$ cat src/rtl/mrpasm_pkg.sv
// Types and constants shared by the MRP attribute state machine modules.
package mrpasm_pkg;

  localparam int unsigned LEAVE_W        = 10;
  localparam int unsigned CMD_W          = 5;
  localparam int unsigned INDEX_W        = 5;
  localparam logic [LEAVE_W-1:0] LEAVE_PERIOD_RST = 10'd100;

  typedef enum logic [CMD_W-1:0] {
    CMD_BEGIN      = 5'd0,
    CMD_NEW        = 5'd1,
    CMD_JOIN       = 5'd2,
    CMD_LV         = 5'd3,
    CMD_RNEW       = 5'd4,
    CMD_RJOININ    = 5'd5,
    CMD_RIN        = 5'd6,
    CMD_RJOINMT    = 5'd7,
    CMD_RMT        = 5'd8,
    CMD_RLV        = 5'd9,
    CMD_RLA        = 5'd10,
    CMD_REDECLARE  = 5'd11,
    CMD_PERIODIC   = 5'd12,
    CMD_TX         = 5'd13,
    CMD_TXLA       = 5'd14,
    CMD_FLUSH      = 5'd15,
    CMD_LEAVETIMER = 5'd16,
    CMD_TICK       = 5'd17
  } cmd_e;

  typedef enum logic [3:0] {
    APP_VO = 4'd0,
    APP_VP = 4'd1,
    APP_VN = 4'd2,
    APP_AN = 4'd3,
    APP_AA = 4'd4,
    APP_QA = 4'd5,
    APP_LA = 4'd6,
    APP_AO = 4'd7,
    APP_QO = 4'd8,
    APP_AP = 4'd9,
    APP_QP = 4'd10,
    APP_LO = 4'd11
  } app_e;

  typedef enum logic [1:0] {
    REG_IN = 2'd0,
    REG_LV = 2'd1,
    REG_MT = 2'd2
  } reg_e;

  typedef enum logic [2:0] {
    EV_NEW    = 3'd0,
    EV_JOININ = 3'd1,
    EV_IN     = 3'd2,
    EV_JOINMT = 3'd3,
    EV_MT     = 3'd4,
    EV_LV     = 3'd5
  } txev_e;

  // One attribute entry as stored in the table
  typedef struct packed {
    logic               leave_active;
    logic [LEAVE_W-1:0] leave_count;
    reg_e               registrar;
    app_e               applicant;
  } entry_t;

  // Per-event result of the update logic
  typedef struct packed {
    app_e  applicant;
    reg_e  registrar;
    logic  tx_valid;
    txev_e tx_attr;
    logic  join_ind;
    logic  join_is_new;
  } res_t;

  localparam entry_t ENTRY_RST = '{
    leave_active: 1'b0,
    leave_count:  '0,
    registrar:    REG_MT,
    applicant:    APP_VO
  };

endpackage

$ cat src/rtl/mrp_attribute_state_machine.sv
// Result: taking start moves the state to update, and the strobe register is set as that state ends.
// A new event is not taken while the previous one is in flight: the entry memory is read,
// then the updated entry is written back, and busy is high during that write-back.
// Reset: every entry reads as applicant VO, registrar MT, leave timer stopped at once
// (per-entry valid bits, no clearing pass); leave_period returns to 100.
// Results cannot be stalled by the receiver.
module mrp_attribute_state_machine #(
  parameter int unsigned ENTRIES = 32
) (
  input  logic                                   clk_i,
  input  logic                                   rst_ni,
  // event channel
  input  logic                                   start,
  output logic                                   busy,
  input  logic [mrpasm_pkg::CMD_W-1:0]           cmd_i,
  input  logic [mrpasm_pkg::INDEX_W-1:0]         entry_index_i,
  // result channel
  output logic                                   result_strobe_o,
  output logic [3:0]                             applicant_now_o,
  output logic [1:0]                             registrar_now_o,
  output logic                                   tx_valid_o,
  output logic [2:0]                             tx_attr_o,
  output logic                                   join_ind_o,
  output logic                                   join_is_new_o,
  output logic [mrpasm_pkg::INDEX_W-1:0]         entry_echo_o,
  // configuration channel
  input  logic                                   cfg_valid_i,
  output logic                                   cfg_ready_o,
  input  logic [mrpasm_pkg::LEAVE_W-1:0]         cfg_data_i
);

  localparam int unsigned IDX_W = (ENTRIES > 1) ? $clog2(ENTRIES) : 1;
  localparam logic [8:0]  ENTRIES_L = 9'(ENTRIES);

  typedef enum logic {
    ST_IDLE,
    ST_UPDATE
  } state_e;

  state_e                          state_q;
  logic                            accept;
  logic                            in_range;
  logic [IDX_W-1:0]                rd_addr;
  logic [IDX_W-1:0]                addr_q;
  logic [mrpasm_pkg::CMD_W-1:0]    cmd_q;
  logic [mrpasm_pkg::INDEX_W-1:0]  index_q;
  logic                            hit_q;
  logic [mrpasm_pkg::LEAVE_W-1:0]  leave_period_q;
  logic                            wr_en;
  mrpasm_pkg::entry_t              cur_entry;
  mrpasm_pkg::entry_t              nxt_entry;
  mrpasm_pkg::res_t                res;
  mrpasm_pkg::res_t                res_q;
  logic                            strobe_q;
  logic [mrpasm_pkg::INDEX_W-1:0]  echo_q;

  assign busy        = (state_q == ST_UPDATE);
  assign accept      = start && !busy;
  assign in_range    = {4'b0000, entry_index_i} < ENTRIES_L;
  assign rd_addr     = IDX_W'(entry_index_i);
  assign wr_en       = (state_q == ST_UPDATE) && hit_q;
  assign cfg_ready_o = 1'b1;

  // Hold the leave period register
  always_ff @(posedge clk_i or negedge rst_ni) begin
    if (!rst_ni) begin
      leave_period_q <= mrpasm_pkg::LEAVE_PERIOD_RST;
    end else if (cfg_valid_i && cfg_ready_o) begin
      leave_period_q <= cfg_data_i;
    end
  end

  mrpasm_table #(
    .ENTRIES (ENTRIES)
  ) u_table (
    .clk_i     (clk_i),
    .rst_ni    (rst_ni),
    .rd_en_i   (accept && in_range),
    .rd_addr_i (rd_addr),
    .rd_data_o (cur_entry),
    .wr_en_i   (wr_en),
    .wr_addr_i (addr_q),
    .wr_data_i (nxt_entry)
  );

  mrpasm_update u_update (
    .cmd_i          (cmd_q),
    .cur_i          (cur_entry),
    .leave_period_i (leave_period_q),
    .nxt_o          (nxt_entry),
    .res_o          (res)
  );

  // Sequence read then write-back, and register the result beat
  always_ff @(posedge clk_i or negedge rst_ni) begin
    if (!rst_ni) begin
      state_q  <= ST_IDLE;
      strobe_q <= 1'b0;
      cmd_q    <= '0;
      index_q  <= '0;
      addr_q   <= '0;
      hit_q    <= 1'b0;
      echo_q   <= '0;
      res_q    <= '{applicant: mrpasm_pkg::APP_VO, registrar: mrpasm_pkg::REG_MT,
                    tx_valid: 1'b0, tx_attr: mrpasm_pkg::EV_NEW,
                    join_ind: 1'b0, join_is_new: 1'b0};
    end else begin
      strobe_q <= 1'b0;
      unique case (state_q)
        ST_IDLE: begin
          if (accept) begin
            cmd_q   <= cmd_i;
            index_q <= entry_index_i;
            addr_q  <= rd_addr;
            hit_q   <= in_range;
            state_q <= ST_UPDATE;
          end
        end
        ST_UPDATE: begin
          strobe_q <= 1'b1;
          echo_q   <= index_q;
          if (hit_q) begin
            res_q <= res;
          end else begin
            res_q <= '{applicant: mrpasm_pkg::APP_VO, registrar: mrpasm_pkg::REG_MT,
                        tx_valid: 1'b0, tx_attr: mrpasm_pkg::EV_NEW,
                        join_ind: 1'b0, join_is_new: 1'b0};
          end
          state_q <= ST_IDLE;
        end
        default: state_q <= ST_IDLE;
      endcase
    end
  end

  assign result_strobe_o = strobe_q;
  assign applicant_now_o = res_q.applicant;
  assign registrar_now_o = res_q.registrar;
  assign tx_valid_o      = res_q.tx_valid;
  assign tx_attr_o       = res_q.tx_attr;
  assign join_ind_o      = res_q.join_ind;
  assign join_is_new_o   = res_q.join_is_new;
  assign entry_echo_o    = echo_q;

endmodule

$ cat src/rtl/mrpasm_table.sv
// Attribute entry memory: one synchronous read port, one write port, per-entry valid bits.
module mrpasm_table #(
  parameter int unsigned ENTRIES = 32
) (
  input  logic                                     clk_i,
  input  logic                                     rst_ni,
  input  logic                                     rd_en_i,
  input  logic [((ENTRIES > 1) ? $clog2(ENTRIES) : 1)-1:0] rd_addr_i,
  output mrpasm_pkg::entry_t                       rd_data_o,
  input  logic                                     wr_en_i,
  input  logic [((ENTRIES > 1) ? $clog2(ENTRIES) : 1)-1:0] wr_addr_i,
  input  mrpasm_pkg::entry_t                       wr_data_i
);

  mrpasm_pkg::entry_t mem_q [ENTRIES];
  mrpasm_pkg::entry_t rd_data_q;
  logic [ENTRIES-1:0] valid_q;
  logic               rd_valid_q;

  // Write port and registered read data
  always_ff @(posedge clk_i) begin
    if (wr_en_i) begin
      mem_q[wr_addr_i] <= wr_data_i;
    end
    if (rd_en_i) begin
      rd_data_q <= mem_q[rd_addr_i];
    end
  end

  // Track written entries; unwritten ones read as the reset entry
  always_ff @(posedge clk_i or negedge rst_ni) begin
    if (!rst_ni) begin
      valid_q    <= '0;
      rd_valid_q <= 1'b0;
    end else begin
      if (wr_en_i) begin
        valid_q[wr_addr_i] <= 1'b1;
      end
      if (rd_en_i) begin
        rd_valid_q <= valid_q[rd_addr_i];
      end
    end
  end

  assign rd_data_o = rd_valid_q ? rd_data_q : mrpasm_pkg::ENTRY_RST;

endmodule

$ cat src/rtl/mrpasm_update.sv
// Registrar, applicant and leave timer next-state logic for one entry.
module mrpasm_update (
  input  logic [mrpasm_pkg::CMD_W-1:0]   cmd_i,
  input  mrpasm_pkg::entry_t             cur_i,
  input  logic [mrpasm_pkg::LEAVE_W-1:0] leave_period_i,
  output mrpasm_pkg::entry_t             nxt_o,
  output mrpasm_pkg::res_t               res_o
);

  mrpasm_pkg::cmd_e   eff;
  mrpasm_pkg::app_e   a;
  mrpasm_pkg::reg_e   r;
  mrpasm_pkg::entry_t nxt;
  mrpasm_pkg::txev_e  txe;
  logic               txv;
  logic               jind;
  logic               jnew;

  // Encode the attribute event sent from a given applicant state
  function automatic mrpasm_pkg::txev_e tx_code(mrpasm_pkg::app_e app,
                                                mrpasm_pkg::reg_e rg,
                                                logic la);
    mrpasm_pkg::txev_e ev;
    ev = mrpasm_pkg::EV_NEW;
    case (app) inside
      mrpasm_pkg::APP_VP, mrpasm_pkg::APP_AA, mrpasm_pkg::APP_AP,
      mrpasm_pkg::APP_QA, mrpasm_pkg::APP_QP: begin
        if (la && app == mrpasm_pkg::APP_VP) begin
          ev = (rg == mrpasm_pkg::REG_IN) ? mrpasm_pkg::EV_IN : mrpasm_pkg::EV_MT;
        end else if (la || app != mrpasm_pkg::APP_QP) begin
          ev = (rg == mrpasm_pkg::REG_IN) ? mrpasm_pkg::EV_JOININ : mrpasm_pkg::EV_JOINMT;
        end else begin
          ev = mrpasm_pkg::EV_NEW;
        end
      end
      mrpasm_pkg::APP_VN, mrpasm_pkg::APP_AN: ev = mrpasm_pkg::EV_NEW;
      mrpasm_pkg::APP_LA: ev = mrpasm_pkg::EV_LV;
      mrpasm_pkg::APP_LO: begin
        ev = (rg == mrpasm_pkg::REG_IN) ? mrpasm_pkg::EV_IN : mrpasm_pkg::EV_MT;
      end
      default: ev = mrpasm_pkg::EV_NEW;
    endcase
    return ev;
  endfunction

  always_comb begin
    nxt  = cur_i;
    a    = cur_i.applicant;
    r    = cur_i.registrar;
    txv  = 1'b0;
    txe  = mrpasm_pkg::EV_NEW;
    jind = 1'b0;
    jnew = 1'b0;
    eff  = mrpasm_pkg::cmd_e'(cmd_i);

    // Advance the leave timer; expiry turns the tick into a leave timer event
    if (eff == mrpasm_pkg::CMD_TICK && cur_i.leave_active) begin
      if (cur_i.leave_count <= mrpasm_pkg::LEAVE_W'(1)) begin
        nxt.leave_count  = '0;
        nxt.leave_active = 1'b0;
        eff              = mrpasm_pkg::CMD_LEAVETIMER;
      end else begin
        nxt.leave_count = cur_i.leave_count - mrpasm_pkg::LEAVE_W'(1);
      end
    end

    // Registrar machine
    case (eff) inside
      mrpasm_pkg::CMD_BEGIN: begin
        r                = mrpasm_pkg::REG_MT;
        nxt.leave_active = 1'b0;
        nxt.leave_count  = '0;
      end
      mrpasm_pkg::CMD_RNEW: begin
        if (r == mrpasm_pkg::REG_LV) nxt.leave_active = 1'b0;
        r    = mrpasm_pkg::REG_IN;
        jind = 1'b1;
        jnew = 1'b1;
      end
      mrpasm_pkg::CMD_RJOININ, mrpasm_pkg::CMD_RJOINMT: begin
        if (r == mrpasm_pkg::REG_LV) nxt.leave_active = 1'b0;
        if (r == mrpasm_pkg::REG_MT) jind = 1'b1;
        r = mrpasm_pkg::REG_IN;
      end
      mrpasm_pkg::CMD_RLV, mrpasm_pkg::CMD_RLA, mrpasm_pkg::CMD_TXLA,
      mrpasm_pkg::CMD_REDECLARE: begin
        if (r == mrpasm_pkg::REG_IN) begin
          nxt.leave_count  = leave_period_i;
          nxt.leave_active = 1'b1;
          r                = mrpasm_pkg::REG_LV;
        end
      end
      mrpasm_pkg::CMD_FLUSH, mrpasm_pkg::CMD_LEAVETIMER: r = mrpasm_pkg::REG_MT;
      default: ;
    endcase

    // Applicant machine
    case (eff) inside
      mrpasm_pkg::CMD_BEGIN: a = mrpasm_pkg::APP_VO;
      mrpasm_pkg::CMD_NEW:   a = mrpasm_pkg::APP_VN;
      mrpasm_pkg::CMD_JOIN: begin
        case (a) inside
          mrpasm_pkg::APP_VO, mrpasm_pkg::APP_LO: a = mrpasm_pkg::APP_VP;
          mrpasm_pkg::APP_LA: a = mrpasm_pkg::APP_AA;
          mrpasm_pkg::APP_AO: a = mrpasm_pkg::APP_AP;
          mrpasm_pkg::APP_QO: a = mrpasm_pkg::APP_QP;
          default: ;
        endcase
      end
      mrpasm_pkg::CMD_LV: begin
        case (a) inside
          mrpasm_pkg::APP_QP: a = mrpasm_pkg::APP_QO;
          mrpasm_pkg::APP_AP: a = mrpasm_pkg::APP_AO;
          mrpasm_pkg::APP_VP: a = mrpasm_pkg::APP_VO;
          mrpasm_pkg::APP_VN, mrpasm_pkg::APP_AN, mrpasm_pkg::APP_AA,
          mrpasm_pkg::APP_QA: a = mrpasm_pkg::APP_LA;
          default: ;
        endcase
      end
      mrpasm_pkg::CMD_RJOININ: begin
        case (a) inside
          mrpasm_pkg::APP_VO: a = mrpasm_pkg::APP_AO;
          mrpasm_pkg::APP_VP: a = mrpasm_pkg::APP_AP;
          mrpasm_pkg::APP_AA: a = mrpasm_pkg::APP_QA;
          mrpasm_pkg::APP_AO: a = mrpasm_pkg::APP_QO;
          mrpasm_pkg::APP_AP: a = mrpasm_pkg::APP_QP;
          default: ;
        endcase
      end
      mrpasm_pkg::CMD_RIN: begin
        if (a == mrpasm_pkg::APP_AA) a = mrpasm_pkg::APP_QA;
      end
      mrpasm_pkg::CMD_RJOINMT, mrpasm_pkg::CMD_RMT: begin
        case (a) inside
          mrpasm_pkg::APP_QA: a = mrpasm_pkg::APP_AA;
          mrpasm_pkg::APP_QO: a = mrpasm_pkg::APP_AO;
          mrpasm_pkg::APP_QP: a = mrpasm_pkg::APP_AP;
          mrpasm_pkg::APP_LO: a = mrpasm_pkg::APP_VO;
          default: ;
        endcase
      end
      mrpasm_pkg::CMD_RLV, mrpasm_pkg::CMD_RLA, mrpasm_pkg::CMD_REDECLARE: begin
        case (a) inside
          mrpasm_pkg::APP_VO, mrpasm_pkg::APP_AO, mrpasm_pkg::APP_QO: a = mrpasm_pkg::APP_LO;
          mrpasm_pkg::APP_AN: a = mrpasm_pkg::APP_VN;
          mrpasm_pkg::APP_AA, mrpasm_pkg::APP_QA, mrpasm_pkg::APP_AP,
          mrpasm_pkg::APP_QP: a = mrpasm_pkg::APP_VP;
          default: ;
        endcase
      end
      mrpasm_pkg::CMD_PERIODIC: begin
        if (a == mrpasm_pkg::APP_QA) a = mrpasm_pkg::APP_AA;
        else if (a == mrpasm_pkg::APP_QP) a = mrpasm_pkg::APP_AP;
      end
      mrpasm_pkg::CMD_TX: begin
        case (a) inside
          mrpasm_pkg::APP_VP, mrpasm_pkg::APP_VN, mrpasm_pkg::APP_AN,
          mrpasm_pkg::APP_AA, mrpasm_pkg::APP_LA, mrpasm_pkg::APP_AP,
          mrpasm_pkg::APP_LO: begin
            txv = 1'b1;
            txe = tx_code(a, r, 1'b0);
          end
          default: ;
        endcase
        case (a) inside
          mrpasm_pkg::APP_VP: a = mrpasm_pkg::APP_AA;
          mrpasm_pkg::APP_VN: a = mrpasm_pkg::APP_AN;
          mrpasm_pkg::APP_AN, mrpasm_pkg::APP_AA, mrpasm_pkg::APP_AP: a = mrpasm_pkg::APP_QA;
          mrpasm_pkg::APP_LA, mrpasm_pkg::APP_LO: a = mrpasm_pkg::APP_VO;
          default: ;
        endcase
      end
      mrpasm_pkg::CMD_TXLA: begin
        case (a) inside
          mrpasm_pkg::APP_VP, mrpasm_pkg::APP_VN, mrpasm_pkg::APP_AN,
          mrpasm_pkg::APP_AA, mrpasm_pkg::APP_LA, mrpasm_pkg::APP_QA,
          mrpasm_pkg::APP_AP, mrpasm_pkg::APP_QP: begin
            txv = 1'b1;
            txe = tx_code(a, r, 1'b1);
          end
          default: ;
        endcase
        case (a) inside
          mrpasm_pkg::APP_VO, mrpasm_pkg::APP_LA, mrpasm_pkg::APP_AO,
          mrpasm_pkg::APP_QO: a = mrpasm_pkg::APP_LO;
          mrpasm_pkg::APP_VN: a = mrpasm_pkg::APP_AN;
          mrpasm_pkg::APP_AN, mrpasm_pkg::APP_AA, mrpasm_pkg::APP_AP,
          mrpasm_pkg::APP_QP: a = mrpasm_pkg::APP_QA;
          default: ;
        endcase
      end
      default: ;
    endcase

    nxt.applicant = a;
    nxt.registrar = r;
  end

  assign nxt_o             = nxt;
  assign res_o.applicant   = a;
  assign res_o.registrar   = r;
  assign res_o.tx_valid    = txv;
  assign res_o.tx_attr     = txe;
  assign res_o.join_ind    = jind;
  assign res_o.join_is_new = jnew;

endmodule

$ cat config.mk
export PLATFORM = sky130hd
export DESIGN_NAME = mrp_attribute_state_machine
export DESIGN_NICKNAME = d
export VERILOG_FILES = /design/src/rtl/mrpasm_pkg.sv /design/src/rtl/mrp_attribute_state_machine.sv /design/src/rtl/mrpasm_table.sv /design/src/rtl/mrpasm_update.sv
export SDC_FILE = /design/constraint.sdc
export NUM_CORES = 1
export LEC_CHECK = 0
export BUFFER_PORTS_ARGS = -buffer_cell sky130_fd_sc_hd__buf_2
export CORE_AREA = 8 8 425 219
export CTS_CLUSTER_DIAMETER = 200
export CTS_CLUSTER_SIZE = 25
export DETAILED_ROUTE_END_ITERATION = 12
export DIE_AREA = 0 0 433 227
export GPL_TIMING_DRIVEN = 0
export PLACE_DENSITY_LB_ADDON = 0.3
export SYNTH_ARGS = -nofsm -noshare
export SYNTH_HDL_FRONTEND = slang
export SYNTH_SLANG_ARGS = --single-unit
$ cat constraint.sdc
create_clock -name clk_i -period 3.8 [get_ports clk_i]
set_clock_uncertainty 0.05 [all_clocks]
set_input_delay 0.38 -clock clk_i [delete_from_list [all_inputs] [get_ports clk_i]]
set_output_delay 0.38 -clock clk_i [all_outputs]
set_load 0.01 [all_outputs]
; After elaboration in Yosys (flattened, before gate mapping)
; Memories as Yosys holds them, arrays and structs flattened. A register that Yosys moved wholly into a read port is not among the register bits.
; Cells that the tools add are included.
[word_totals]
ramBits = 544
latch_bits = 0
regBits = 73
mem_count = 1
romBits = 0
in_bits = 24
[mem_list]
columns = name, depth, word_bits, read_ports, rd_clocked_by_memory_dff, write_ports, line
row1 = u_table.mem_q, 32, 17, 1, 1, 1, mrpasm_table.sv:15  ; mrpasm_pkg::entry_t mem_q [ENTRIES];
[classes]
shift = 0
eq_ne = 31
reduce_logical = 27
mul = 0
magnitude_cmp = 4
addsub = 1
bitwise = 2
mux = 114
div = 0
[ops]
columns = cell, count
row1 = two-way mux 4 bit, 41
row2 = two-way mux 3 bit, 21
row3 = two-way mux 10 bit, 5
row4 = == test 5 x 4 -> 1 bit (second input constant), 8
row5 = bitwise OR 32 bit, 1
row6 = two-way mux 1 bit, 31
row7 = two-way mux 11 bit, 2
row8 = == test 5 x 3 -> 1 bit (second input constant), 4
row9 = OR reduction 4 bit, 5
row10 = two-way mux 17 bit, 1
row11 = == test 4 x 3 -> 1 bit (second input constant), 4
row12 = == test 4 bit (second input constant), 4
row13 = two-way mux 2 bit, 7
row14 = < comparator 5 x 6 -> 1 bit (second input constant), 2
row15 = two-way mux 12 bit, 1
row16 = OR reduction 2 bit, 6
row17 = == test 5 x 2 -> 1 bit (second input constant), 2
row18 = == test 5 bit (second input constant), 2
row19 = <= comparator 10 x 1 -> 1 bit (second input constant), 1
row20 = two-way mux 5 bit, 2
row21 = subtractor 10 x 1 -> 10 bit (second input constant), 1
row22 = OR reduction 3 bit, 3
row23 = == test 4 x 2 -> 1 bit (second input constant), 2
row24 = OR reduction 8 bit, 1
row25 = 18 further kinds, 22

; Longest topological paths before layout
[logic_depth]
word_depth = 30
depth_mapped = 14
depth_no_buf = 11

; Modules after synthesis
; From an unflattened synthesis, not the netlist that was laid out.
[hier_totals]
hier_cells = 1376
area_unflattened_um2 = 26118.8
[modules_own_cells]
columns = mod, cells_per_inst, area_per_inst_um2, seq_area_each_um2, n_inst
row1 = mrpasm_table, 960, 22741.8, 17671.9, 1
row2 = mrpasm_update, 313, 1831.8, 0.0, 1
row3 = mrp_attribute_state_machine, 103, 1545.2, 1006.0, 1

; Worst setup path after synthesis
; OpenSTA, ideal clock, no wires.
[synth_path]
kind = register -> register
startpoint = reg u_table.rd_valid_q
endpoint = mem u_table.mem_q[0][11] (netlist name) (data pin)
setup_ns = 0.467
arrival_time_ns = 3.648
required_ns = 3.283
setup_slack_ns = -0.365
path_stages_with_launch = 11
path_cell_list = dfrtp_1 clkbuf_1 clkbuf_1 buf_2 buf_1 nand2_1 ha_1 o211a_1 o21ai_1 a32oi_1 a211oi_1
[synth_lines]
columns = item, line
row1 = from (decl), mrpasm_table.sv:18  ; logic rd_valid_q;
row2 = from (signal assigned), mrpasm_table.sv:40  ; rd_valid_q <= valid_q[rd_addr_i];
row3 = to (decl), mrpasm_table.sv:15

==> out/summary.txt <==
status - completed
layout cell share with drive strength beyond 1 - 32.8%
r2r startpoint - cmd_q[3]$_DFFE_PN0P_
GRT Residual Overflow - 0
post-route ant nets - 0
# DRC - 0
I/O Pins - 44
clock tree buffer depth - 3
CP top delay family - compound AO/OA/AOI/OAI gates
P_leak - 9.49 nW
Die X - 433 um
share of the synthesized area in the top cell type - 65.0%
final WL - 78500 um
FF-to-FF path depth - 10
Initial Utilization - 29.7%
Critical Path Max Stage Delay - 840 ps
CTS tree - built
DIE AREA - 98300 um2
yosys warns - 0
clk sinks - 634
capturing point of the worst reg2reg path - applicant_now_o[3]$_DFFE_PN0P_
Syn Std Cell Area - 25900 um2
vias in the first global route - 13.8k
Worst-Skew Late Latency - 660 ps
Syn Nets - 1348
Final HPWL DP - 55600 um
worst rel slew slack - 15.4%
sequential area share after synthesis - 72.1%
Fin. Hold Viols - 0
fin crit share - 97.4%
core area - 87200 um2
main flop type after synthesis - edfxtp_1
final setup vio count - 0
Syn Inst Count - 1321
area delta synth->final - 15.7%
Slew Limit Fails - 0
vias per inst - 5.21
clock root cell - clkbuf_16
Final Wtd Congestion - 0.889
Hold WS - 141 ps
Worst Setup SP - cmd_q[3]$_DFFE_PN0P_
Setup WS post-layout - 100 ps
Post-synth ARST share - 11.5%
TritonCTS Buffers - 29
pin count of the biggest net entering global routing - 67
unrepaired setup endpoints after global routing - false
most common cell after layout, fill and taps aside - edfxtp_1
pre-CTS worst setup slack - -1120 ps
row count - 77
Area after DPL - 28600 um2
crit path cell chain - buf_2 > clkbuf_1 > nor3_1 > o21ai_0 > a21oi_1 > o21a_1 > o31ai_4 > buf_12 > buf_16 > a31o_1
Period minus WS final - 3700 ps
Area contributors post-synth - edfxtp_1 (65%), mux4_2 (16%), dfrtp_1 (6.7%), mux2_2 (1.9%), nor2_1 (1.0%)
Finished Cell Area - 30000 um2
CP Launch Type - flop
DRT Pass-1 Iters - 5
Min-Delay Path Class - primary input to flop
critical path fanouts, max - 17
slowest stage cell, crit path - nor3_1
crit path DAT - 4200 ps
commonest cells after routing, fill and taps aside - edfxtp_1 (561), mux4_2 (180), dfrtp_1 (69)
clk slew on worst S/H paths - 120 ps
maximum vdd drop - 424 uV
number of synthesized flops with an enable pin - 561
CP bufs+invs - 4
DR vias - 14.0k
WL/cell - 29.3 um
number of max-cap violations - 0
Fmax achieved - 270 MHz
Synth area leader - edfxtp_1
P per Cell Area - 514 nW/um2
syn_area_per_cell - 19.6 um2
number of port buffers - 37
Final nets - 1494
Total GRT Usage - 15.7%
R2R Setup Slk - 100 ps
Required @ worst endpoint - 4300 ps
Unique masters post-synth - 78
Max H-tree Level - 1
Critical Path End - applicant_now_o[3]$_DFFE_PN0P_
Slew @ Worst Pin - 1270 ps
antenna violations before repair - 4
hold path start - entry_index_i[4]
Die Y - 227 um
Setup CP Type - flop to flop
Fill cells - 8186
Setup crit end kind - flop
Yosys reg bits - 634
DRT iter0 DRCs - 1785
first-pass GRT wire length - 109000 um
critical path depth - 10
routing by layer:
| layer | part of all wire [%] | vias up | global-route usage (%) |
|---|---|---|---|
| met5 | 0.13 | - | 0.675 |
| met4 | 1.0 | 4 | 1.53 |
| met3 | 14 | 54 | 7.17 |
| met2 | 38 | 630 | 19.9 |
| met1 | 48 | 7554 | 24.7 |
| li1 | - | 5717 | - |
logic make-up after synthesis:
kind of cell,count (synthesis),share of synthesized area (%)
AO/OA/AOI/OAI,131,3.66
XOR/XNOR,4,0.135
adder cells (fa/ha/maj),3,0.145
AND/OR/NAND/NOR,228,4.57
flip-flops,634,72.1
other,1,0.0145
buffers and inverters,92,1.65
multiplexers,228,17.7
power breakdown:
group	total (mW)	internal, mW	switching (mW)
combinational	3.11	1.11	2.00
clock	3.68	1.48	2.20
sequential	8.60	8.44	0.165
tightest hold or removal path, delay by kind of cell:
kind | cells | cell delay, ps
multiplexers | 2 | 220
AO/OA/AOI/OAI | 1 | 120
buffers and inverters | 1 | 90
worst min path at each step:
stage,endpoint,slack (ps),cells after the start
after floorplan,applicant_now_o[0]$_DFFE_PN0P_,30,0
after global placement,u_table.valid_q[16]$_DFFE_PN0P_,390,1
after detailed placement,index_q[0]$_DFFE_PN0P_,170,1
after CTS,u_table.valid_q[18]$_DFFE_PN0P_,110,2
after global routing,u_table.valid_q[18]$_DFFE_PN0P_,130,2
final,u_table.rd_valid_q$_DFFE_PN0P_,140,4
metrics by stage:
step | std cells | TNS [ps] | utilization, % | power [mW]
floorplan | 1321 | 0 | - | 10.2
global placement | 2543 | -1053210 | 31.7 | 11.3
detailed placement | 2586 | -294380 | 32.9 | 11.6
CTS | 2675 | 0 | 34.3 | 15.4
global route | 2675 | 0 | 34.3 | 15.9
finish | 2681 | 0 | 34.4 | 15.4
final cells by class:
| cell class | instances | area, um2 | area share (%) |
|---|---|---|---|
| flip-flops and latches | 634 | 18700 | 62.4 |
| clock inverters | 2 | 36.3 | 0.121 |
| multi-input cells | 599 | 7140 | 23.8 |
| inverters | 12 | 45.0 | 0.150 |
| clock buffers | 52 | 812 | 2.71 |
| diodes | 6 | 15.0 | 0.0501 |
| plain buffers | 80 | 397 | 1.32 |
| well taps | 1185 | 1480 | 4.95 |
| repair buffers | 111 | 1350 | 4.51 |
timing repair:
item,in CTS,in global routing
endpoints found under the hold margin,84,0
resized for setup,12,8
cloned,4,0
setup endpoints to repair,469,221
pin swaps,10,0
hold buffers,16,0
buffers inserted,15,0
Yosys cell counts (8+ instances only):
| cell type | n |
|---|---|
| a211oi_1 | 9 |
| a21oi_1 | 26 |
| buf_2 | 26 |
| clkbuf_1 | 40 |
| dfrtp_1 | 69 |
| edfxtp_1 | 561 |
| inv_1 | 8 |
| mux2_2 | 44 |
| mux4_2 | 180 |
| nand2_1 | 33 |
| nand2b_1 | 12 |
| nand3_1 | 13 |
| nor2_1 | 69 |
| nor2b_1 | 8 |
| nor3_1 | 12 |
| o21ai_0 | 15 |
| or2_1 | 10 |
| or2_2 | 25 |
| or3_1 | 9 |
registers in the layout, summed over array words and instances, names as in the netlist, 2 cells and up:
name               cells
cmd_q                  5
u_table.rd_data_q     17
index_q                5
entry_echo_o           5
applicant_now_o        4
registrar_now_o        2
leave_period_q        10
u_table.mem_q        544
tx_attr_o              3
u_table.valid_q       32
Power figures use the tool's default switching activity.
